`config.mk`:
```
export PLATFORM = sky130hd
export DESIGN_NAME = polynomial_multiply_flat
export DESIGN_NICKNAME = d
export VERILOG_FILES = /design/src/hw/rtl/pm_pkg.sv /design/src/hw/rtl/pm_if.sv /design/src/hw/rtl/pm_mac.sv /design/src/hw/rtl/polynomial_multiply.sv /design/src/flat_wrapper.sv
export SDC_FILE = /design/constraint.sdc
export NUM_CORES = 2
export LEC_CHECK = 0
export ABC_CLOCK_PERIOD_IN_PS = 8700
export BUFFER_PORTS_ARGS = -buffer_cell sky130_fd_sc_hd__buf_2
export CAP_MARGIN = 20
export CORE_MARGIN = 2
export CORE_UTILIZATION = 55
export DETAILED_ROUTE_END_ITERATION = 7
export HOLD_SLACK_MARGIN = 0.03
export PLACE_DENSITY = 0.69
export SLEW_MARGIN = 20
export SYNTH_ARGS = -nofsm -noshare
export SYNTH_HDL_FRONTEND = slang
export SYNTH_SLANG_ARGS = --single-unit
```
`constraint.sdc`:
```
create_clock -name clk -period 8.7 [get_ports clk]
set_input_delay 0.435 -clock clk [delete_from_list [all_inputs] [get_ports clk]]
set_output_delay 0.435 -clock clk [all_outputs]
set_load 0.005 [all_outputs]
```
`src/hw/rtl/pm_pkg.sv`:
```
// Shared types and constants for the polynomial multiplier.
package pm_pkg;

  // Operand tag carried with each input word
  localparam logic OPD_FIRST  = 1'b0;
  localparam logic OPD_SECOND = 1'b1;

  // Multiply width of the shared multiplier
  localparam int unsigned MUL_W = 32;

  typedef enum logic [1:0] {
    ST_IDLE,
    ST_MAC,
    ST_DRAIN,
    ST_WAIT
  } pm_state_t;

  // Partial product selector: low*low, low*high, high*low
  typedef enum logic [1:0] {
    PP_LL,
    PP_LH,
    PP_HL
  } pm_pp_t;

  // One multiply-accumulate step handed to the MAC unit
  typedef struct packed {
    logic   valid;
    logic   first;
    logic   last;
    pm_pp_t pp;
  } pm_tok_t;

endpackage

```
`src/hw/rtl/pm_if.sv`:
```
// Valid/ready channel interfaces for coefficient input and product output.
interface pm_in_if;
  logic               valid;
  logic               ready;
  logic signed [31:0] coef;
  logic               operand;
  logic               last;

  modport source (output valid, coef, operand, last, input ready);
  modport sink   (input valid, coef, operand, last, output ready);
endinterface

interface pm_out_if;
  logic               valid;
  logic               ready;
  logic signed [31:0] product_coef;
  logic               last_out;
  logic               truncated;

  modport source (output valid, product_coef, last_out, truncated, input ready);
  modport sink   (input valid, product_coef, last_out, truncated, output ready);
endinterface

```
`src/hw/rtl/pm_mac.sv`:
```
// Shared multiply-accumulate unit: one registered multiplier and one accumulator.
module pm_mac
  import pm_pkg::*;
#(
  parameter int unsigned COEF_WIDTH = 32
) (
  input  logic                  clk,
  input  logic                  rst_n,
  input  logic [COEF_WIDTH-1:0] a,
  input  logic [COEF_WIDTH-1:0] b,
  input  pm_tok_t               tok,
  output logic [COEF_WIDTH-1:0] acc,
  output logic                  done
);

  localparam int unsigned MW = (COEF_WIDTH > MUL_W) ? MUL_W : COEF_WIDTH;

  logic [MW-1:0]         op_a;
  logic [MW-1:0]         op_b;
  logic [2*MW-1:0]       prod_r;
  logic [2*MW-1:0]       prod_nxt;
  pm_tok_t               tok2_r;
  logic [COEF_WIDTH-1:0] addend;
  logic [COEF_WIDTH-1:0] acc_r;
  logic [COEF_WIDTH-1:0] acc_nxt;
  logic                  done_r;

  generate
    if (COEF_WIDTH > MUL_W) begin : g_split
      // Only the low COEF_WIDTH bits matter, so the high*high term drops out
      always_comb begin
        case (tok.pp)
          PP_LH: begin
            op_a = a[MW-1:0];
            op_b = MW'(b[COEF_WIDTH-1:MUL_W]);
          end
          PP_HL: begin
            op_a = MW'(a[COEF_WIDTH-1:MUL_W]);
            op_b = b[MW-1:0];
          end
          default: begin
            op_a = a[MW-1:0];
            op_b = b[MW-1:0];
          end
        endcase
      end
    end else begin : g_whole
      assign op_a = a;
      assign op_b = b;
    end
  endgenerate

  assign prod_nxt = op_a * op_b;

  // Cross terms sit MUL_W bits up
  assign addend = (tok2_r.pp == PP_LL) ? COEF_WIDTH'(prod_r)
                                       : COEF_WIDTH'({prod_r, {MUL_W{1'b0}}});

  assign acc_nxt = (tok2_r.first ? '0 : acc_r) + addend;

  always_ff @(posedge clk) begin
    prod_r <= prod_nxt;
    if (tok2_r.valid) begin
      acc_r <= acc_nxt;
    end
    if (!rst_n) begin
      tok2_r <= '0;
      done_r <= 1'b0;
    end else begin
      tok2_r <= tok;
      done_r <= tok2_r.valid & tok2_r.last;
    end
  end

  assign acc  = acc_r;
  assign done = done_r;

endmodule

```
`src/hw/rtl/polynomial_multiply.sv`:
```
// Polynomial multiplier: loads two coefficient lists and emits their convolution.
// Operation: each loading word is stored; the triggering word (a last second-operand
//   word) starts a product whose coefficient k sums T(k) terms of P partial products,
//   P = 1 (3 when COEF_WIDTH > 32), then drains the MAC unit and waits for the output.
// Throughput: one loading word per cycle; input stalls while a product runs.
// Reset (rst_n low, synchronous): counts, overflow flag, sequencer and output valid clear.
module polynomial_multiply
  import pm_pkg::*;
#(
  parameter int unsigned MAX_TERMS  = 32,
  parameter int unsigned COEF_WIDTH = 32
) (
  input  logic       clk,
  input  logic       rst_n,
  pm_in_if.sink      in_if,
  pm_out_if.source   out_if
);

  // Store index, fill count and product index widths
  localparam int unsigned IDX_W = $clog2(MAX_TERMS);
  localparam int unsigned CNT_W = $clog2(MAX_TERMS + 1);
  localparam int unsigned K_W   = $clog2(2 * MAX_TERMS);
  localparam pm_pp_t      PP_LAST = (COEF_WIDTH > MUL_W) ? PP_HL : PP_LL;

  // Coefficient stores; only entries below the latched product lengths are used
  logic [COEF_WIDTH-1:0] first_mem  [MAX_TERMS];
  logic [COEF_WIDTH-1:0] second_mem [MAX_TERMS];
  logic [COEF_WIDTH-1:0] a_q;
  logic [COEF_WIDTH-1:0] b_q;
  logic [COEF_WIDTH-1:0] a_op;
  logic [COEF_WIDTH-1:0] coef_cw;

  pm_state_t        state_r, state_nxt;
  logic [CNT_W-1:0] first_cnt_r, first_cnt_nxt;
  logic [CNT_W-1:0] second_cnt_r, second_cnt_nxt;
  logic             ovf_r, ovf_nxt;
  logic [CNT_W-1:0] lena_r, lena_nxt;
  logic [CNT_W-1:0] lenb_r, lenb_nxt;
  logic             zero_first_r, zero_first_nxt;
  logic             trunc_r, trunc_nxt;
  logic [K_W-1:0]   k_r, k_nxt;
  logic [K_W-1:0]   last_k_r, last_k_nxt;
  logic [K_W-1:0]   k_inc;
  logic [IDX_W-1:0] i_r, i_nxt;
  logic [IDX_W-1:0] j_r, j_nxt;
  pm_pp_t           pp_r, pp_nxt;
  logic             term_first_r, term_first_nxt;
  logic             term_last;

  pm_tok_t tok_issue;
  pm_tok_t tok_s1_r;

  logic                  accept;
  logic                  first_full;
  logic                  second_full;
  logic                  out_load;
  logic [COEF_WIDTH-1:0] mac_acc;
  logic                  mac_done;

  logic                  out_valid_r, out_valid_nxt;
  logic signed [31:0]    out_coef_r;
  logic                  out_last_r;
  logic                  out_trunc_r;

  assign accept      = in_if.valid && in_if.ready;
  assign in_if.ready = (state_r == ST_IDLE);
  assign first_full  = (first_cnt_r == CNT_W'(MAX_TERMS));
  assign second_full = (second_cnt_r == CNT_W'(MAX_TERMS));

  // Resize the incoming word to the internal coefficient width
  assign coef_cw = COEF_WIDTH'(in_if.coef);

  // Store writes at the fill count; registered reads at the term indices
  always_ff @(posedge clk) begin
    if (accept && in_if.operand == OPD_FIRST && !first_full) begin
      first_mem[first_cnt_r[IDX_W-1:0]] <= coef_cw;
    end
    if (accept && in_if.operand == OPD_SECOND && !second_full) begin
      second_mem[second_cnt_r[IDX_W-1:0]] <= coef_cw;
    end
    a_q <= first_mem[i_r];
    b_q <= second_mem[j_r];
  end

  // An empty first operand reads as a single zero
  assign a_op = zero_first_r ? '0 : a_q;

  // Last term of this coefficient: either index has hit its edge
  assign term_last = (i_r == IDX_W'(lena_r - CNT_W'(1))) || (j_r == '0);
  assign k_inc     = k_r + K_W'(1);
  assign out_load  = (state_r == ST_WAIT) && (!out_valid_r || out_if.ready);

  always_comb begin
    state_nxt      = state_r;
    first_cnt_nxt  = first_cnt_r;
    second_cnt_nxt = second_cnt_r;
    ovf_nxt        = ovf_r;
    lena_nxt       = lena_r;
    lenb_nxt       = lenb_r;
    zero_first_nxt = zero_first_r;
    trunc_nxt      = trunc_r;
    k_nxt          = k_r;
    last_k_nxt     = last_k_r;
    i_nxt          = i_r;
    j_nxt          = j_r;
    pp_nxt         = pp_r;
    term_first_nxt = term_first_r;
    tok_issue      = '0;

    unique case (state_r)
      ST_IDLE: begin
        if (accept) begin
          if (in_if.operand == OPD_FIRST) begin
            // Store or drop a first-operand word
            if (!first_full) begin
              first_cnt_nxt = first_cnt_r + CNT_W'(1);
            end else begin
              ovf_nxt = 1'b1;
            end
          end else begin
            if (!second_full) begin
              second_cnt_nxt = second_cnt_r + CNT_W'(1);
            end else begin
              ovf_nxt = 1'b1;
            end
            if (in_if.last) begin
              // Latch the product geometry, then empty both stores
              zero_first_nxt = (first_cnt_r == '0);
              lena_nxt       = zero_first_nxt ? CNT_W'(1) : first_cnt_r;
              lenb_nxt       = second_full ? second_cnt_r : second_cnt_r + CNT_W'(1);
              trunc_nxt      = ovf_r | second_full;
              last_k_nxt     = K_W'(lena_nxt) + K_W'(lenb_nxt) - K_W'(2);
              k_nxt          = '0;
              i_nxt          = '0;
              j_nxt          = '0;
              pp_nxt         = PP_LL;
              term_first_nxt = 1'b1;
              first_cnt_nxt  = '0;
              second_cnt_nxt = '0;
              ovf_nxt        = 1'b0;
              state_nxt      = ST_MAC;
            end
          end
        end
      end

      ST_MAC: begin
        // Issue one partial product per cycle to the MAC unit
        tok_issue.valid = 1'b1;
        tok_issue.first = term_first_r && (pp_r == PP_LL);
        tok_issue.last  = term_last && (pp_r == PP_LAST);
        tok_issue.pp    = pp_r;
        if (pp_r != PP_LAST) begin
          pp_nxt = pm_pp_t'(pp_r + 2'd1);
        end else begin
          pp_nxt         = PP_LL;
          term_first_nxt = 1'b0;
          if (term_last) begin
            state_nxt = ST_DRAIN;
          end else begin
            i_nxt = i_r + IDX_W'(1);
            j_nxt = j_r - IDX_W'(1);
          end
        end
      end

      ST_DRAIN: begin
        if (mac_done) begin
          state_nxt = ST_WAIT;
        end
      end

      ST_WAIT: begin
        // Hand the sum to the output register, then start the next coefficient or, after the last, go idle
        if (out_load) begin
          if (k_r == last_k_r) begin
            state_nxt = ST_IDLE;
          end else begin
            k_nxt          = k_inc;
            term_first_nxt = 1'b1;
            state_nxt      = ST_MAC;
            if (k_inc < K_W'(lenb_r)) begin
              i_nxt = '0;
              j_nxt = IDX_W'(k_inc);
            end else begin
              i_nxt = IDX_W'(k_inc - K_W'(lenb_r) + K_W'(1));
              j_nxt = IDX_W'(lenb_r - CNT_W'(1));
            end
          end
        end
      end

      default: begin
        state_nxt = ST_IDLE;
      end
    endcase
  end

  always_ff @(posedge clk) begin
    if (!rst_n) begin
      state_r      <= ST_IDLE;
      first_cnt_r  <= '0;
      second_cnt_r <= '0;
      ovf_r        <= 1'b0;
      tok_s1_r     <= '0;
    end else begin
      state_r      <= state_nxt;
      first_cnt_r  <= first_cnt_nxt;
      second_cnt_r <= second_cnt_nxt;
      ovf_r        <= ovf_nxt;
      tok_s1_r     <= tok_issue;
    end
  end

  // Product geometry and term indices; only read once a product is running
  always_ff @(posedge clk) begin
    lena_r       <= lena_nxt;
    lenb_r       <= lenb_nxt;
    zero_first_r <= zero_first_nxt;
    trunc_r      <= trunc_nxt;
    k_r          <= k_nxt;
    last_k_r     <= last_k_nxt;
    i_r          <= i_nxt;
    j_r          <= j_nxt;
    pp_r         <= pp_nxt;
    term_first_r <= term_first_nxt;
  end

  pm_mac #(
    .COEF_WIDTH(COEF_WIDTH)
  ) u_mac (
    .clk  (clk),
    .rst_n(rst_n),
    .a    (a_op),
    .b    (b_q),
    .tok  (tok_s1_r),
    .acc  (mac_acc),
    .done (mac_done)
  );

  // Output register: drop on take, fill on load
  always_comb begin
    out_valid_nxt = out_valid_r;
    if (out_if.ready) begin
      out_valid_nxt = 1'b0;
    end
    if (out_load) begin
      out_valid_nxt = 1'b1;
    end
  end

  always_ff @(posedge clk) begin
    if (!rst_n) begin
      out_valid_r <= 1'b0;
    end else begin
      out_valid_r <= out_valid_nxt;
    end
    if (out_load) begin
      out_coef_r  <= 32'(signed'(mac_acc));
      out_last_r  <= (k_r == last_k_r);
      out_trunc_r <= trunc_r;
    end
  end

  assign out_if.valid        = out_valid_r;
  assign out_if.product_coef = out_coef_r;
  assign out_if.last_out     = out_last_r;
  assign out_if.truncated    = out_trunc_r;

endmodule

```
`src/flat_wrapper.sv`:
```
// flat-port wrapper written by rule: the top's interface ports become plain ports
module polynomial_multiply_flat import pm_pkg::*;
#(
  parameter int unsigned MAX_TERMS  = 32,
  parameter int unsigned COEF_WIDTH = 32
)
  (clk, rst_n, in_if_valid, in_if_coef, in_if_operand, in_if_last, in_if_ready, out_if_valid, out_if_product_coef, out_if_last_out, out_if_truncated, out_if_ready);
  pm_in_if in_if_i ();
  pm_out_if out_if_i ();
  input  logic clk;
  input  logic rst_n;
  input wire logic [$bits(in_if_i.valid)-1:0] in_if_valid;
  input wire logic [$bits(in_if_i.coef)-1:0] in_if_coef;
  input wire logic [$bits(in_if_i.operand)-1:0] in_if_operand;
  input wire logic [$bits(in_if_i.last)-1:0] in_if_last;
  output wire logic [$bits(in_if_i.ready)-1:0] in_if_ready;
  output wire logic [$bits(out_if_i.valid)-1:0] out_if_valid;
  output wire logic [$bits(out_if_i.product_coef)-1:0] out_if_product_coef;
  output wire logic [$bits(out_if_i.last_out)-1:0] out_if_last_out;
  output wire logic [$bits(out_if_i.truncated)-1:0] out_if_truncated;
  input wire logic [$bits(out_if_i.ready)-1:0] out_if_ready;
  assign in_if_i.valid = in_if_valid;
  assign in_if_i.coef = in_if_coef;
  assign in_if_i.operand = in_if_operand;
  assign in_if_i.last = in_if_last;
  assign in_if_ready = in_if_i.ready;
  assign out_if_valid = out_if_i.valid;
  assign out_if_product_coef = out_if_i.product_coef;
  assign out_if_last_out = out_if_i.last_out;
  assign out_if_truncated = out_if_i.truncated;
  assign out_if_i.ready = out_if_ready;
  polynomial_multiply #(.MAX_TERMS(MAX_TERMS), .COEF_WIDTH(COEF_WIDTH)) u_core (.clk(clk), .rst_n(rst_n), .in_if(in_if_i), .out_if(out_if_i));
endmodule
```
==> out/metrics.csv <==
stage;metric;value;unit
worst_setup_path;Critical Path AT;8.53;ns
worst_setup_path;slowest CP cell;nor2b_1;
clock_tree;CTS max path bufs;3;
floorplan;die footprint;192000;sq um
clock_tree;TritonCTS clock tree;yes;
floorplan;Die X;438;um
floorplan;Die Y-Extent;438;um
drt;DR vias/cell;6.06;
worst_setup_path;R2R cell count;22;
flow_run;Max Cap Violations;0;
grt;Overall Global Routing Usage;0.263;
floorplan;Initial Util;0.552;
yosys;Synth cell types;56;
power_and_ir_drop;Leakage;39.9;nW
worst_setup_path;sum of buffers and inverters on the critical path;2;
worst_setup_path;Worst setup EP type;flip-flop;
yosys;Syn. warnings;0;
clock_tree;clk sink count;2275;
worst_hold_path;Hold Crit Endpoint;u_core.first_mem[22][26];
sta;period utilization;0.898;
yosys;Synth Net Count;6715;
worst_setup_path;crit-path cells;nor2b_1, and2_1, fa_1, fa_1, fa_1, inv_1, fa_1, inv_1, fa_1, fa_1, fa_1, fa_1, ha_1, a21o_1, a21o_1, a21o_1, a21oi_1, o21ai_0, a2111oi_0, o21bai_1, a21oi_1, xnor2_1;
clock_tree;# Post-CTS Setup Buffers;0;
sta;clock skew;0.0624;ns
drt;DRT iter0 DRCs;5620;
worst_setup_path;Crit path depth;22;
place;Placed Area;108000;sq um
yosys;Synth async-reset ratio;0;
place;Port Buffers;73;
worst_setup_path;Critical Path Fanout Max;14;
worst_setup_path;reg2reg end;u_core.u_mac.prod_r[31];
floorplan;core region area;187000;sq um
sta;Slew @ Worst Pin;1.17;ns
cells_and_area;# nets final;6875;
grt;total gr overflow;0;
drt;drt first pass iters;6;
power_and_ir_drop;Max rail drop VDD;2.20;mV
cells_and_area;Area growth syn-to-layout;11.1;%
clock_tree;hold_buf cts;8;
grt;initial antenna violation count;16;
yosys;ys flop type;edfxtp_1;
sta;Worst slew margin;0.220;
floorplan;IO Count;74;
sta;final setup fails;0;
worst_setup_path;worst r2r src;u_core.zero_first_r;
sta;RSZ-0062 raised after global routing;false;
worst_setup_path;Crit path top cell by count;fa_1;
power_and_ir_drop;Comb power frac;0.523;
place;HPWL after DPL;141;mm
yosys;synthesized area per cell;17.0;sq um
yosys;Cells after Synth;6072;
worst_hold_path;hold depth;1;
clock_tree;post_cts resized;0;
drt;ANT nets after route;0;
worst_setup_path;kind of cell adding the most delay to the critical path;adder cells;
worst_setup_path;worst path required time;9.42;ns
drt;WL final;249;mm
sta;max-slew violation count;0;
sta;Setup TNS;0;ns
grt;vias in the first global route;55800;
power_and_ir_drop;Seq pwr share;0.280;
power_and_ir_drop;clock network power share;0.197;
drt;DRC viols;0;
power_and_ir_drop;P per Cell Area;415;nW/um^2
worst_setup_path;CP Launch Type;flip-flop;
place;GP Congestion;0.863;
cells_and_area;Design Area, Final;115000;sq um
worst_setup_path;CP Class;reg2reg;
clock_tree;TritonCTS Buffers;216;
clock_tree;root buf cell;clkbuf_16;
power_and_ir_drop;Int Pwr;28.7;mW
worst_hold_path;Tightest Hold Check Type;in2reg;
sta;final hold viol count;0;
clock_tree;Worst-path clk slew;0.08;ns
yosys;sequential-to-total area share from yosys stat;0.648;
cells_and_area;fraction of layout cells with a size suffix above 1;0.183;
power_and_ir_drop;switching part of the total power;0.398;
floorplan;FP Rows;159;
worst_hold_path;min-delay src;in_if_coef[26];
sta;min Tclk post-route;7.81;ns
worst_setup_path;largest stage delay on the critical path;0.77;ns
power_and_ir_drop;Psw;19.0;mW
worst_setup_path;Worst R2R Setup Slack;0.89;ns
drt;drt wl/cell;27.9;um
grt;largest net degree at the start of global routing;144;
clock_tree;Clk Latency, worst-skew pair;0.88;ns
yosys;Seq cells post-synth;2275;
yosys;post-synthesis cell area;104000;sq um
status;status;finished clean;
yosys;EDFF count, synth;2152;
clock_tree;H-tree Lvls;4;
drt;total number of vias;54000;
sta;FMAX;0.128;GHz
grt;global-route wire length before repair;368;mm
[routing by layer]
layer | global-route usage | part of all wire
met5 | 0 | 0.00016
met4 | 0.0742 | 0.024
met3 | 0.0388 | 0.074
met2 | 0.427 | 0.49
met1 | 0.375 | 0.41
[Yosys cell counts (all sizes together) (22+ instances only)]
cell type | n | share of area
ha | 193 | 0.023
o21ai | 136 | 0.0066
a21o | 23 | 0.0017
dfxtp | 123 | 0.024
a21oi | 154 | 0.0075
o22ai | 32 | 0.0019
o221ai | 96 | 0.0081
mux2 | 96 | 0.010
edfxtp | 2152 | 0.62
and2 | 370 | 0.022
fa | 412 | 0.080
mux2i | 193 | 0.019
buf | 60 | 0.0023
xor2 | 37 | 0.0031
nor3 | 22 | 0.0011
clkbuf | 236 | 0.0086
nor2b | 80 | 0.0048
inv | 444 | 0.016
nand3 | 29 | 0.0014
xnor2 | 122 | 0.010
nor2 | 111 | 0.0040
mux4 | 448 | 0.097
nand2 | 379 | 0.014
[cell families after synthesis]
group / count (synthesis) / share of synthesized area
buffers and inverters: 741 / 0.0270
and+or+nand+nor: 1046 / 0.0510
DFF: 2275 / 0.648
xor gates and xnor gates: 159 / 0.0135
AOI/OAI and AO/OA: 509 / 0.0309
muxes: 737 / 0.127
adders and majority gates: 605 / 0.103
[power by group through the flow]
| stage | clock (mW) | sequential [mW] | combinational (mW) |
|---|---|---|---|
| floorplan | 0 | 13.0 | 18.0 |
| global placement | 0 | 13.6 | 24.6 |
| detailed placement | 0 | 13.6 | 25.1 |
| CTS | 9.55 | 13.4 | 25.2 |
| global route | 9.95 | 13.4 | 27.6 |
| finish | 9.42 | 13.4 | 24.9 |
[per-stage QoR]
step                      std cells  hold WS (ns)  utilization  worst slack [ns]  power, mW
final                          8917         0.113        0.613             0.891       47.7
after CTS                      8910         0.172        0.613             0.953       48.1
after global routing           8913         0.123        0.613             0.474       50.9
after floorplan                6072         0.400            -              1.06       31.1
after detailed placement       8500         0.425        0.575             0.934       38.7
after global placement         8500         0.415        0.575              1.08       38.2
[worst max path at each step]
stage               slack, ns           startpoint                      end
global placement         1.08  u_core.zero_first_r  u_core.u_mac.prod_r[31]
floorplan                1.06  u_core.zero_first_r  u_core.u_mac.prod_r[31]
global route             0.47  u_core.zero_first_r  u_core.u_mac.prod_r[31]
CTS                      0.95  u_core.zero_first_r  u_core.u_mac.prod_r[31]
finish                   0.89  u_core.zero_first_r  u_core.u_mac.prod_r[31]
detailed placement       0.93  u_core.zero_first_r  u_core.u_mac.prod_r[31]
[placed cells by master (no fill, tap or decap), types with 96 or more instances in the layout]
cell type	netlist	layout
nand2_1	379	378
clkbuf_16	0	216
ha_1	193	193
o221ai_1	96	96
edfxtp_1	2152	2152
fa_1	412	412
xnor2_1	122	122
mux2_2	96	96
buf_4	0	151
and2_1	370	369
mux4_2	448	448
inv_1	444	444
dfxtp_1	123	122
mux2i_1	193	193
a21oi_1	152	152
[worst register-to-register path, delay by kind of cell, from the launching register on]
kind	cells	cell delay [ns]
AOI/OAI and AO/OA	8	1.73
xor gates and xnor gates	1	0.09
adders and majority gates	9	4.20
buffers and inverters	2	0.11
DFF	1	0.53
and+or+nand+nor	2	1.04
[registers in the layout (all words and copies together), names as in the netlist, 32 cells and up]
name / flops
u_core.u_mac.prod_r: 32
u_core.a_q: 32
u_core.out_if.product_coef: 32
u_core.u_mac.acc: 32
u_core.b_q: 32
u_core.second_mem: 1024
u_core.first_mem: 1024
[final cells by class]
type / instances / area, sq um
clock buffers: 269 / 5650
inverters: 445 / 1670
clock inverters: 133 / 1480
fillers: 13400 / 72400
flip-flops and latches: 2275 / 67100
well taps: 2495 / 3120
repair buffers: 238 / 1760
multi-input cells: 3056 / 34200
diodes: 6 / 15.0
No activity file was read; power rests on OpenSTA's default activity.
